**src/design/mfhp_pkg.sv**
```systemverilog
// Shared types and constants for the music file header parser.
`default_nettype none

package mfhp_pkg;

    typedef enum logic [2:0] {
        PH_TITLE,
        PH_NAME,
        PH_OFFS,
        PH_WAIT,
        PH_DONE
    } t_phase;

    // result kinds
    localparam logic [2:0] KIND_TITLE_BYTE = 3'd0;
    localparam logic [2:0] KIND_TITLE_END  = 3'd1;
    localparam logic [2:0] KIND_NAME_BYTE  = 3'd2;
    localparam logic [2:0] KIND_NAME_END   = 3'd3;
    localparam logic [2:0] KIND_VOICE_OFFS = 3'd4;
    localparam logic [2:0] KIND_TRACK_OFFS = 3'd5;
    localparam logic [2:0] KIND_MODE       = 3'd6;
    localparam logic [2:0] KIND_ERROR      = 3'd7;

    // error causes, carried in the index field
    localparam logic [7:0] ERR_TRUNCATED = 8'd0;
    localparam logic [7:0] ERR_FAR       = 8'd1;
    localparam logic [7:0] ERR_IN_HEADER = 8'd2;

    // configuration register indexes
    localparam logic REG_FILE_LENGTH = 1'b0;
    localparam logic REG_PCM8_OPCODE = 1'b1;

    localparam logic [7:0]  PCM8_RESET   = 8'd232;
    localparam logic [15:0] TITLE_CRLF   = 16'h0D0A;
    localparam logic [7:0]  TITLE_EOF    = 8'h1A;
    localparam logic [7:0]  NAME_END     = 8'h00;
    localparam logic [31:0] PDX_SUFFIX   = 32'h2E706478;
    localparam logic [5:0]  HEADER_BYTES = 6'd34;
    localparam logic [23:0] MAX24        = 24'hFFFFFF;
    localparam logic [4:0]  TRACKS_PCM8  = 5'd16;
    localparam logic [4:0]  TRACKS_STD   = 5'd9;
    localparam logic [15:0] USED_PCM8    = 16'hFFFF;
    localparam logic [15:0] USED_STD     = 16'h01FF;

    typedef struct packed {
        logic [2:0]  kind;
        logic [7:0]  index;
        logic [23:0] value;
        logic        flag;
        logic [4:0]  aux;
        logic        last_of_run;
    } t_result;

endpackage

`default_nettype wire

```
**src/design/music_file_header_parser_core.sv**
```systemverilog
// Top level of the music file header parser: byte parser, result queue and register port.
`default_nettype none

//  channel   direction  handshake                 payload
//  input     in         i_in_valid / o_in_stall   i_data_byte, i_last_byte
//  output    out        o_out_valid / i_out_stall o_kind, o_index, o_value, o_flag,
//                                                 o_aux, o_last_of_run
//  config    APB        psel, penable, pwrite     paddr, pwdata, prdata, pready
//
// One byte is parsed per cycle unless the input stalls: the state update and its results are
// formed in the cycle the beat is accepted and pushed into a four-entry result queue.
// A byte yields up to two results, so it can occupy the output for two beats; the
// input stalls whenever fewer than two queue entries are free.
// Reset is synchronous and clears the parser state, the queue and the registers.
// After the mode result or an error, bytes are still taken but give nothing until reset.

module music_file_header_parser_core #(
    parameter int TITLE_LEN = 256,
    parameter int NAME_LEN  = 64
) (
    input  wire logic        i_clk,
    input  wire logic        i_rst_n,
    input  wire logic        i_in_valid,
    output logic             o_in_stall,
    input  wire logic [7:0]  i_data_byte,
    input  wire logic        i_last_byte,
    output logic             o_out_valid,
    input  wire logic        i_out_stall,
    output logic [2:0]       o_kind,
    output logic [7:0]       o_index,
    output logic [23:0]      o_value,
    output logic             o_flag,
    output logic [4:0]       o_aux,
    output logic             o_last_of_run,
    input  wire logic        psel,
    input  wire logic        penable,
    input  wire logic        pwrite,
    input  wire logic [2:0]  paddr,
    input  wire logic [31:0] pwdata,
    output logic [31:0]      prdata,
    output logic             pready
);

    localparam logic [7:0] TITLE_MAX = 8'(TITLE_LEN - 1);
    localparam logic [7:0] NAME_MAX  = 8'(NAME_LEN - 1);

    // configuration
    logic [23:0] r_file_length;
    logic [7:0]  r_pcm8_opcode;
    logic        cfg_wr;

    // parser state
    mfhp_pkg::t_phase r_phase, n_phase;
    logic [15:0] r_title_window, n_title_window;
    logic [1:0]  r_window_fill, n_window_fill;
    logic [7:0]  r_title_pos, n_title_pos;
    logic [7:0]  r_name_pos, n_name_pos;
    logic [31:0] r_suffix_window, n_suffix_window;
    logic        r_name_seen, n_name_seen;
    logic [23:0] r_stream_pos, n_stream_pos;
    logic [23:0] r_base_pos, n_base_pos;
    logic [24:0] r_header_end, n_header_end;
    logic [5:0]  r_offset_count, n_offset_count;
    logic [7:0]  r_high_byte, n_high_byte;
    logic [23:0] r_first_track, n_first_track;
    logic [15:0] r_far_mask, n_far_mask;

    // result queue
    mfhp_pkg::t_result r_queue [4];
    logic [1:0] r_wr_ptr, r_rd_ptr;
    logic [2:0] r_count;

    logic in_accept, out_accept;
    logic [24:0] abs_sum;
    logic [23:0] abs_sat;
    logic        abs_far;
    logic [3:0]  track;
    logic        is_pcm8;
    logic [7:0]  low_byte;
    mfhp_pkg::t_result prim, err, slot0, slot1;
    logic prim_v, err_v;
    logic [1:0] n_results;

    function automatic logic [7:0] to_lower(input logic [7:0] c);
        return (c >= 8'h41 && c <= 8'h5A) ? c + 8'h20 : c;
    endfunction

    assign in_accept  = i_in_valid & ~o_in_stall;
    assign out_accept = o_out_valid & ~i_out_stall;
    assign o_in_stall = (r_count >= 3'd3);

    // APB register port
    assign pready = 1'b1;
    assign cfg_wr = psel & penable & pwrite;
    assign prdata = (paddr[2] == mfhp_pkg::REG_PCM8_OPCODE) ? {24'd0, r_pcm8_opcode}
                                                            : {8'd0, r_file_length};

    always_ff @(posedge i_clk) begin
        if (!i_rst_n) begin
            r_file_length <= '0;
            r_pcm8_opcode <= mfhp_pkg::PCM8_RESET;
        end else if (cfg_wr) begin
            if (paddr[2] == mfhp_pkg::REG_FILE_LENGTH) begin
                r_file_length <= pwdata[23:0];
            end else begin
                r_pcm8_opcode <= pwdata[7:0];
            end
        end
    end

    // offset arithmetic
    assign abs_sum  = {9'd0, r_high_byte, i_data_byte} + {1'b0, r_base_pos};
    assign abs_sat  = abs_sum[24] ? mfhp_pkg::MAX24 : abs_sum[23:0];
    assign abs_far  = abs_sum > {1'b0, r_file_length};
    assign track    = 4'(r_offset_count[5:1] - 5'd1);
    assign is_pcm8  = (i_data_byte == r_pcm8_opcode);
    assign low_byte = to_lower(i_data_byte);

    always_comb begin
        n_phase         = r_phase;
        n_title_window  = r_title_window;
        n_window_fill   = r_window_fill;
        n_title_pos     = r_title_pos;
        n_name_pos      = r_name_pos;
        n_suffix_window = r_suffix_window;
        n_name_seen     = r_name_seen;
        n_stream_pos    = r_stream_pos;
        n_base_pos      = r_base_pos;
        n_header_end    = r_header_end;
        n_offset_count  = r_offset_count;
        n_high_byte     = r_high_byte;
        n_first_track   = r_first_track;
        n_far_mask      = r_far_mask;
        prim   = '0;
        err    = '0;
        prim_v = 1'b0;
        err_v  = 1'b0;
        err.kind  = mfhp_pkg::KIND_ERROR;
        err.value = r_stream_pos;

        case (r_phase)
            mfhp_pkg::PH_TITLE: begin
                if (r_window_fill >= 2'd2 && r_title_window == mfhp_pkg::TITLE_CRLF
                        && i_data_byte == mfhp_pkg::TITLE_EOF) begin
                    prim_v     = 1'b1;
                    prim.kind  = mfhp_pkg::KIND_TITLE_END;
                    prim.index = r_title_pos;
                    n_phase    = mfhp_pkg::PH_NAME;
                end else begin
                    // two bytes held back so the terminator never shows as text
                    if (r_window_fill >= 2'd2) begin
                        prim_v     = 1'b1;
                        prim.kind  = mfhp_pkg::KIND_TITLE_BYTE;
                        prim.index = r_title_pos;
                        prim.value = {16'd0, r_title_window[15:8]};
                        if (r_title_pos < TITLE_MAX) begin
                            n_title_pos = r_title_pos + 8'd1;
                        end
                    end else begin
                        n_window_fill = r_window_fill + 2'd1;
                    end
                    n_title_window = {r_title_window[7:0], i_data_byte};
                end
            end
            mfhp_pkg::PH_NAME: begin
                prim_v     = 1'b1;
                prim.index = r_name_pos;
                if (i_data_byte == mfhp_pkg::NAME_END) begin
                    prim.kind = mfhp_pkg::KIND_NAME_END;
                    prim.flag = r_name_seen;
                    prim.aux  = {4'd0, r_name_seen
                                 & (r_suffix_window != mfhp_pkg::PDX_SUFFIX)};
                    if (r_stream_pos != mfhp_pkg::MAX24) begin
                        n_base_pos   = r_stream_pos + 24'd1;
                        n_header_end = {1'b0, r_stream_pos}
                                       + 25'({1'b0, mfhp_pkg::HEADER_BYTES}) + 25'd1;
                    end else begin
                        n_base_pos   = mfhp_pkg::MAX24;
                        n_header_end = {1'b0, mfhp_pkg::MAX24}
                                       + 25'({1'b0, mfhp_pkg::HEADER_BYTES});
                    end
                    n_phase = mfhp_pkg::PH_OFFS;
                end else begin
                    n_name_seen = 1'b1;
                    prim.kind   = mfhp_pkg::KIND_NAME_BYTE;
                    prim.value  = {16'd0, i_data_byte};
                    if (r_name_pos < NAME_MAX) begin
                        n_name_pos = r_name_pos + 8'd1;
                    end
                    n_suffix_window = {r_suffix_window[23:0], low_byte};
                end
            end
            mfhp_pkg::PH_OFFS: begin
                if (!r_offset_count[0]) begin
                    n_high_byte = i_data_byte;
                end else begin
                    prim_v     = 1'b1;
                    prim.value = abs_sat;
                    prim.flag  = abs_far;
                    if (r_offset_count[5:1] == 5'd0) begin
                        prim.kind = mfhp_pkg::KIND_VOICE_OFFS;
                        if (abs_far) begin
                            err_v     = 1'b1;
                            err.index = mfhp_pkg::ERR_FAR;
                            n_phase   = mfhp_pkg::PH_DONE;
                        end
                    end else begin
                        prim.kind  = mfhp_pkg::KIND_TRACK_OFFS;
                        prim.index = {4'd0, track};
                        if (abs_far) begin
                            n_far_mask = r_far_mask | (16'd1 << track);
                        end
                        if (track == 4'd0) begin
                            n_first_track = abs_sat;
                            if (abs_far) begin
                                err_v     = 1'b1;
                                err.index = mfhp_pkg::ERR_FAR;
                                n_phase   = mfhp_pkg::PH_DONE;
                            end else if ({1'b0, abs_sat} < r_header_end) begin
                                // track data would start inside the header itself
                                err_v     = 1'b1;
                                err.index = mfhp_pkg::ERR_IN_HEADER;
                                n_phase   = mfhp_pkg::PH_DONE;
                            end
                        end
                    end
                end
                n_offset_count = r_offset_count + 6'd1;
                if (n_phase == mfhp_pkg::PH_OFFS
                        && n_offset_count >= mfhp_pkg::HEADER_BYTES) begin
                    n_phase = mfhp_pkg::PH_WAIT;
                end
            end
            mfhp_pkg::PH_WAIT: begin
                if (r_stream_pos == r_first_track) begin
                    prim_v     = 1'b1;
                    prim.kind  = mfhp_pkg::KIND_MODE;
                    prim.value = {16'd0, i_data_byte};
                    prim.flag  = is_pcm8;
                    prim.aux   = is_pcm8 ? mfhp_pkg::TRACKS_PCM8 : mfhp_pkg::TRACKS_STD;
                    if ((r_far_mask & (is_pcm8 ? mfhp_pkg::USED_PCM8
                                               : mfhp_pkg::USED_STD)) != 16'd0) begin
                        err_v     = 1'b1;
                        err.index = mfhp_pkg::ERR_FAR;
                    end
                    n_phase = mfhp_pkg::PH_DONE;
                end
            end
            default: begin
            end
        endcase

        if (r_phase != mfhp_pkg::PH_DONE) begin
            if (i_last_byte && n_phase != mfhp_pkg::PH_DONE) begin
                err_v     = 1'b1;
                err.index = mfhp_pkg::ERR_TRUNCATED;
                n_phase   = mfhp_pkg::PH_DONE;
            end
            if (r_stream_pos != mfhp_pkg::MAX24) begin
                n_stream_pos = r_stream_pos + 24'd1;
            end
        end

        slot0 = prim_v ? prim : err;
        slot1 = err;
        slot0.last_of_run = ~(prim_v & err_v);
        slot1.last_of_run = 1'b1;
        n_results = {1'b0, prim_v} + {1'b0, err_v};
    end

    always_ff @(posedge i_clk) begin
        if (!i_rst_n) begin
            r_phase         <= mfhp_pkg::PH_TITLE;
            r_title_window  <= '0;
            r_window_fill   <= '0;
            r_title_pos     <= '0;
            r_name_pos      <= '0;
            r_suffix_window <= '0;
            r_name_seen     <= 1'b0;
            r_stream_pos    <= '0;
            r_base_pos      <= '0;
            r_header_end    <= '0;
            r_offset_count  <= '0;
            r_high_byte     <= '0;
            r_first_track   <= '0;
            r_far_mask      <= '0;
        end else if (in_accept) begin
            r_phase         <= n_phase;
            r_title_window  <= n_title_window;
            r_window_fill   <= n_window_fill;
            r_title_pos     <= n_title_pos;
            r_name_pos      <= n_name_pos;
            r_suffix_window <= n_suffix_window;
            r_name_seen     <= n_name_seen;
            r_stream_pos    <= n_stream_pos;
            r_base_pos      <= n_base_pos;
            r_header_end    <= n_header_end;
            r_offset_count  <= n_offset_count;
            r_high_byte     <= n_high_byte;
            r_first_track   <= n_first_track;
            r_far_mask      <= n_far_mask;
        end
    end

    // result queue: up to two entries pushed per beat, one popped
    always_ff @(posedge i_clk) begin
        if (in_accept) begin
            if (n_results != 2'd0) begin
                r_queue[r_wr_ptr] <= slot0;
            end
            if (n_results == 2'd2) begin
                r_queue[r_wr_ptr + 2'd1] <= slot1;
            end
        end
    end

    always_ff @(posedge i_clk) begin
        if (!i_rst_n) begin
            r_wr_ptr <= '0;
            r_rd_ptr <= '0;
            r_count  <= '0;
        end else begin
            if (in_accept) begin
                r_wr_ptr <= r_wr_ptr + n_results;
            end
            if (out_accept) begin
                r_rd_ptr <= r_rd_ptr + 2'd1;
            end
            r_count <= r_count + (in_accept ? {1'b0, n_results} : 3'd0)
                       - {2'd0, out_accept};
        end
    end

    assign o_out_valid   = (r_count != 3'd0);
    assign o_kind        = r_queue[r_rd_ptr].kind;
    assign o_index       = r_queue[r_rd_ptr].index;
    assign o_value       = r_queue[r_rd_ptr].value;
    assign o_flag        = r_queue[r_rd_ptr].flag;
    assign o_aux         = r_queue[r_rd_ptr].aux;
    assign o_last_of_run = r_queue[r_rd_ptr].last_of_run;

endmodule

`default_nettype wire

```
**config.mk**
```make
export PLATFORM = sky130hd
export DESIGN_NAME = music_file_header_parser_core
export DESIGN_NICKNAME = d
export VERILOG_FILES = /design/src/design/mfhp_pkg.sv /design/src/design/music_file_header_parser_core.sv
export SDC_FILE = /design/constraint.sdc
export NUM_CORES = 1
export LEC_CHECK = 0
export ABC_AREA = 0
export ABC_CLOCK_PERIOD_IN_PS = 16800
export BUFFER_PORTS_ARGS = -buffer_cell sky130_fd_sc_hd__buf_2
export CORE_UTILIZATION = 40
export DETAILED_ROUTE_END_ITERATION = 10
export SYNTH_ARGS = -nofsm -noshare
export SYNTH_HDL_FRONTEND = slang
export SYNTH_SLANG_ARGS = --single-unit
export TNS_END_PERCENT = 1
```
**constraint.sdc**
```tcl
create_clock -name i_clk -period 16.8 [get_ports i_clk]
set_input_delay 1.68 -clock i_clk [delete_from_list [all_inputs] [get_ports i_clk]]
set_output_delay 1.68 -clock i_clk [all_outputs]
set_load 0.02 [all_outputs]
```
# After elaboration in Yosys (flattened, before gate mapping)
# Memories as Yosys holds them, arrays and structs flattened. A register that Yosys moved wholly into a read port is not among the register bits.
# Index checks and enable logic that the tools add are counted.
# word_totals
regBits	236
ram_bits	168
in_bits	51
output_inout_bits	77
elab_cells	175
n_memories	1
# mem_list
name	words	width	read_ports	rd_clocked_by_memory_dff	write_ports	line	source
r_queue	4	42	1	1	2	music_file_header_parser_core.sv:69	mfhp_pkg::t_result r_queue [4];
# classes
n_addsub	16
order_cmp	9
n_eq_ne	13
shift	1
n_mux	74
n_bitwise	17
n_reduce_logical	25
# ops
op	count
$mux 24	4
$pmux 24 s4	1
$mux 8	6
$mux 3	14
$mux 42	1
$mux 36	1
$mux 32	1
$ne 32x30->1 const B	1
$add 16x24->25	1
$add 24x6->25 const B	1
$add 25x1->25 const B	1
$gt 25x24->1	1
$lt 24x25->1	1
$mux 1	25
$mux 25	1
$add 24x1->24 const B	1
$eq 24x24->1	1
$ne 24x24->1 const B	1
$pmux 3 s4	2
$pmux 8 s3	1
$add 8x1->8 const B	2
$and 16x16->16	1
$eq 16x12->1 const B	1
$mux 16	1
other kinds (48)	84

# Logic depth before layout (Yosys ltp)
# depth
depth_word	22
depth_mapped	29
mapped_depth_nobuf	29

# Worst setup path after synthesis
# Ideal clock, no wire load.
# synth_path
kind	in2reg
start	in i_data_byte[1]
end	mem r_queue[0][10] (netlist bit), enable pin
setup_time_ns	0.384
arrival_ns	6.787
t_required_ns	16.416
path_slack_ns	9.629
cell_stages	23
n_path_buf	2
cell_sequence	clkbuf_1 > inv_1 > fa_1 > nor2b_1 > o21ai_1 > a21oi_1 > o31ai_2 > a21boi_2 > buf_4 > nor2_1 > mux2i_1 > ha_1 > a211oi_1 > o21bai_1 > a211oi_1 > o221ai_1 > o21bai_1 > a21oi_1 > a311oi_1 > ha_1 > nor4_1 > nor2_1 > inv_1
# synth_rtl
item	line	source
from (decl)	music_file_header_parser_core.sv:25	input wire logic [7:0] i_data_byte,
to (decl)	music_file_header_parser_core.sv:69	

==> impl_metrics.env <==
export IMPL_netlist_area_um2=20600
export IMPL_synth_edff_count=104
export IMPL_syn_avg_cell_area_um2=9.31
export IMPL_core_um2=50500
export IMPL_synth_area_leaders="dfxtp_1 29%, edfxtp_1 15%, ha_1 5.0%"
export IMPL_grt_use_met1_pct=31.3
export IMPL_max_freq_mhz=108
export IMPL_async_reset_ff_share_pct=0
export IMPL_ctsLongestPathBuffers=3
export IMPL_root_buffer="clkbuf_16"
export IMPL_cts_sinks=397
export IMPL_grt_pass1_vias=16100
export IMPL_route_detailed_drc=0
export IMPL_ir_drop_mv=0.0653
export IMPL_io_buffers=106
export IMPL_setup_violations=0
export IMPL_grt_setup_unrepaired="false"
export IMPL_worstPathMaxFanout=24
export IMPL_p_comb_share_pct=19.5
export IMPL_gp_congestion=0.900
export IMPL_grt_pass1_wl_um=90700
export IMPL_swShare_pct=29.2
export IMPL_htreeDepth=2
export IMPL_fin_nets=2378
export IMPL_preCtsSetupSlack_ps=6990
export IMPL_post_cts_buffers=0
export IMPL_grt_max_degree=126
export IMPL_chipWidth_um=229
export IMPL_diodes=0
export IMPL_fillers=4903
export IMPL_synth_main_ff_cell="dfxtp_1"
export IMPL_hold_path_class="reg2reg"
export IMPL_use_met2_pct=33.9
export IMPL_ctsResizeCount=0
export IMPL_drive_above_1_share_pct=13.7
export IMPL_relSlewSlack_pct=25.2
export IMPL_power_density_nw_per_um2=113
export IMPL_min_to="r_queue[2][6]$_SDFFE_PP0P_"
export IMPL_max_cap_violations=0
export IMPL_fin_ws_ps=7530
export IMPL_crit_type="in2reg"
export IMPL_grt_use_met3_pct=3.17
export IMPL_yosys_warnings=0
export IMPL_grt_usage_pct=21.8
export IMPL_p_int_mw=1.84
export IMPL_ios=128
export IMPL_num_vias=16600
export IMPL_pwr_share_seq_pct=41.3
export IMPL_dieArea_um2=52400
export IMPL_status="finished, final reports clean"
export IMPL_fp_dieH_um=229
export IMPL_final_core_utilization_pct=45.6
export IMPL_r2r_slack_ps=8580
export IMPL_skew_ps=25.0
export IMPL_hold_viol_final=0
export IMPL_cts_inserted_buffers=44
export IMPL_clk_pin_slew_ps=60
export IMPL_finalPower_mw=2.59
export IMPL_finalSetupTns_ps=0
export IMPL_end_kind="flip-flop"
export IMPL_leakagePower_nw=8.54
export IMPL_synth_top_area_cell="dfxtp_1"
export IMPL_hpwl_um=40000
export IMPL_start_util_pct=40.8
export IMPL_rr_worst_depth=24
export IMPL_p_sw_mw=0.757
export IMPL_synth_seq_cells=397
export IMPL_grt_most_used_layer="met2"
export IMPL_synth_top_area_share_pct=28.5
export IMPL_routed_via_density=5.63
export IMPL_grt_antenna_before_repair=0
export IMPL_regArea_um2=8990
export IMPL_startpoint_type="input pin"
export IMPL_finalCriticalPeriod_ps=9270
export IMPL_postCtsHoldBufs=0
export IMPL_cts_tree="yes"
export IMPL_crit_required_ps=17050
export IMPL_wl_per_cell_um=19.5
export IMPL_drt_pass1_iterations=5
export IMPL_min_from="r_queue[2][6]$_SDFFE_PP0P_"
export IMPL_tightest_slew_ps=1120
export IMPL_synth_distinct_cells=93
export IMPL_final_period_utilization_pct=55.2
export IMPL_wl_um=57500
export IMPL_clkPwrFrac_pct=39.2
export IMPL_synth_seq_area_share_pct=43.7
export IMPL_grt_ovfl_total=0
export IMPL_netlist_instances=2210
export IMPL_multi_input_area_um2=10600
export IMPL_worstHoldPathCells=2
export IMPL_synthToLayoutAreaGrowth_pct=11.9
export IMPL_num_rows=82
export IMPL_rr_endpoint="r_queue[1][21]$_DFFE_PP_"
export IMPL_critical_path_arrival_ps=9520
export IMPL_finalMaxSlewViolations=0
export IMPL_reg2reg_from="r_base_pos[0]$_SDFFE_PN0P_"
export IMPL_drt_iter0_markers=1381
export IMPL_clock_latency_ps=580
export IMPL_ant_nets=0
-- how the worst max path moves through the flow --
stage	start	end	slack (ps)	cells past startpoint
floorplan	i_data_byte[1]	r_queue[0][10]$_DFFE_PP_	9630	23
global placement	i_data_byte[0]	r_queue[0][25]$_DFFE_PP_	7120	25
detailed placement	i_data_byte[0]	r_queue[0][26]$_DFFE_PP_	6990	25
CTS	i_data_byte[0]	r_queue[0][20]$_DFFE_PP_	7540	25
global route	i_data_byte[0]	r_queue[0][20]$_DFFE_PP_	6920	25
finish	i_data_byte[0]	r_queue[1][21]$_DFFE_PP_	7530	25
-- kinds of logic after synthesis --
family | Yosys count | synth area share (%)
buffers and inverters | 249 | 5.36
flip-flops | 397 | 43.7
adder cells (fa/ha/maj) | 85 | 5.24
multiplexers | 64 | 5.56
XOR/XNOR | 132 | 5.62
AND/OR/NAND/NOR | 741 | 16.7
other | 2 | 0.0365
AO/OA/AOI/OAI | 540 | 17.8
-- cells in the mapped netlist (43+ instances only) --
cell type and number:
clkbuf_1 103, nand2_1 276, edfxtp_1 104, o21ai_0 109
ha_1 83, xor2_1 52, a21oi_1 161, dfxtp_1 293
nor2_1 215, xnor2_1 80, a22o_1 96, inv_1 91
nor3_1 43
-- stage by stage --
stage | area (um^2) | hold slack, ps | std cells
2_1_floorplan | 20600 | 420 | 2219
3_3_place_gp | 21500 | 429 | 2868
3_5_place_dp | 21500 | 440 | 2868
4_1_cts | 23000 | 453 | 2950
5_1_grt | 23000 | 472 | 2950
6_report | 23000 | 448 | 2950
-- area by class of cell --
class | count | share of cell area [%]
Clock buffer | 64 | 5.81
Clock inverter | 18 | 0.918
Multi-Input combinational cell | 1573 | 45.8
Tap cell | 672 | 3.65
Timing Repair Buffer | 133 | 3.18
Sequential cell | 397 | 39.1
Inverter | 93 | 1.55
-- worst max-delay path, cell delays in order --
cell and delay, ps:
buf_2 230, ha_1 260, inv_1 70, fa_1 410, nor2b_1 130, o21ai_1 90
a21oi_1 410, o31ai_2 190, a21boi_2 870, nor2_1 70, mux2i_1 530, ha_1 370
a211oi_1 240, o21bai_1 110, a211oi_1 300, o221ai_1 270, o21bai_1 260, a21oi_1 270
a311o_1 190, ha_1 200, nand2_2 120, nor3_2 720, nor2_1 440, inv_1 650
buf_4 400
-- state kept, by name (all words and copies together) (netlist names), 3 cells and up, named ones only --
register / cells
r_base_pos: 24
r_count: 3
r_far_mask: 16
r_file_length: 24
r_first_track: 24
r_header_end: 24
r_high_byte: 8
r_name_pos: 8
r_offset_count: 6
r_pcm8_opcode: 8
r_phase: 3
r_queue: 160
r_stream_pos: 24
r_suffix_window: 32
r_title_pos: 8
r_title_window: 16
-- layout by cell type, fill, tap and decap left out, drive strengths merged, types with 6 or more instances in the layout --
master	n
a211oi	32
a21o	11
a21oi	161
a221oi	15
a22o	96
a22oi	18
a41oi	8
and2	15
and3	16
buf	133
clkbuf	64
clkinv	11
conb	11
dfxtp	293
edfxtp	104
ha	83
inv	93
mux2i	21
mux4	40
nand2	279
nand2b	11
nand3	39
nand4	29
nor2	217
nor2b	9
nor3	48
nor4	19
o21a	6
o21ai	115
o22a	8
o22ai	10
o2bb2ai	17
or2	16
or3	20
xnor2	80
xor2	52
-- routing by layer --
| metal | vias up | routed length [um] |
|---|---|---|
| li1 | 7960 | - |
| met1 | 8027 | 27100 |
| met2 | 536 | 25400 |
| met3 | 74 | 3770 |
| met4 | 0 | 1190 |
| met5 | - | 0 |
-- power groups by stage --
stage          logic, mW  clock network (mW)  registers (mW)
6_report           0.506                1.02            1.07
5_1_grt            0.546                1.07            1.08
4_1_cts            0.510                1.04            1.07
3_5_place_dp       0.508                   0            1.09
3_3_place_gp       0.501                   0            1.09
2_1_floorplan      0.370                   0            1.08
(Power assumes the default switching activity.)
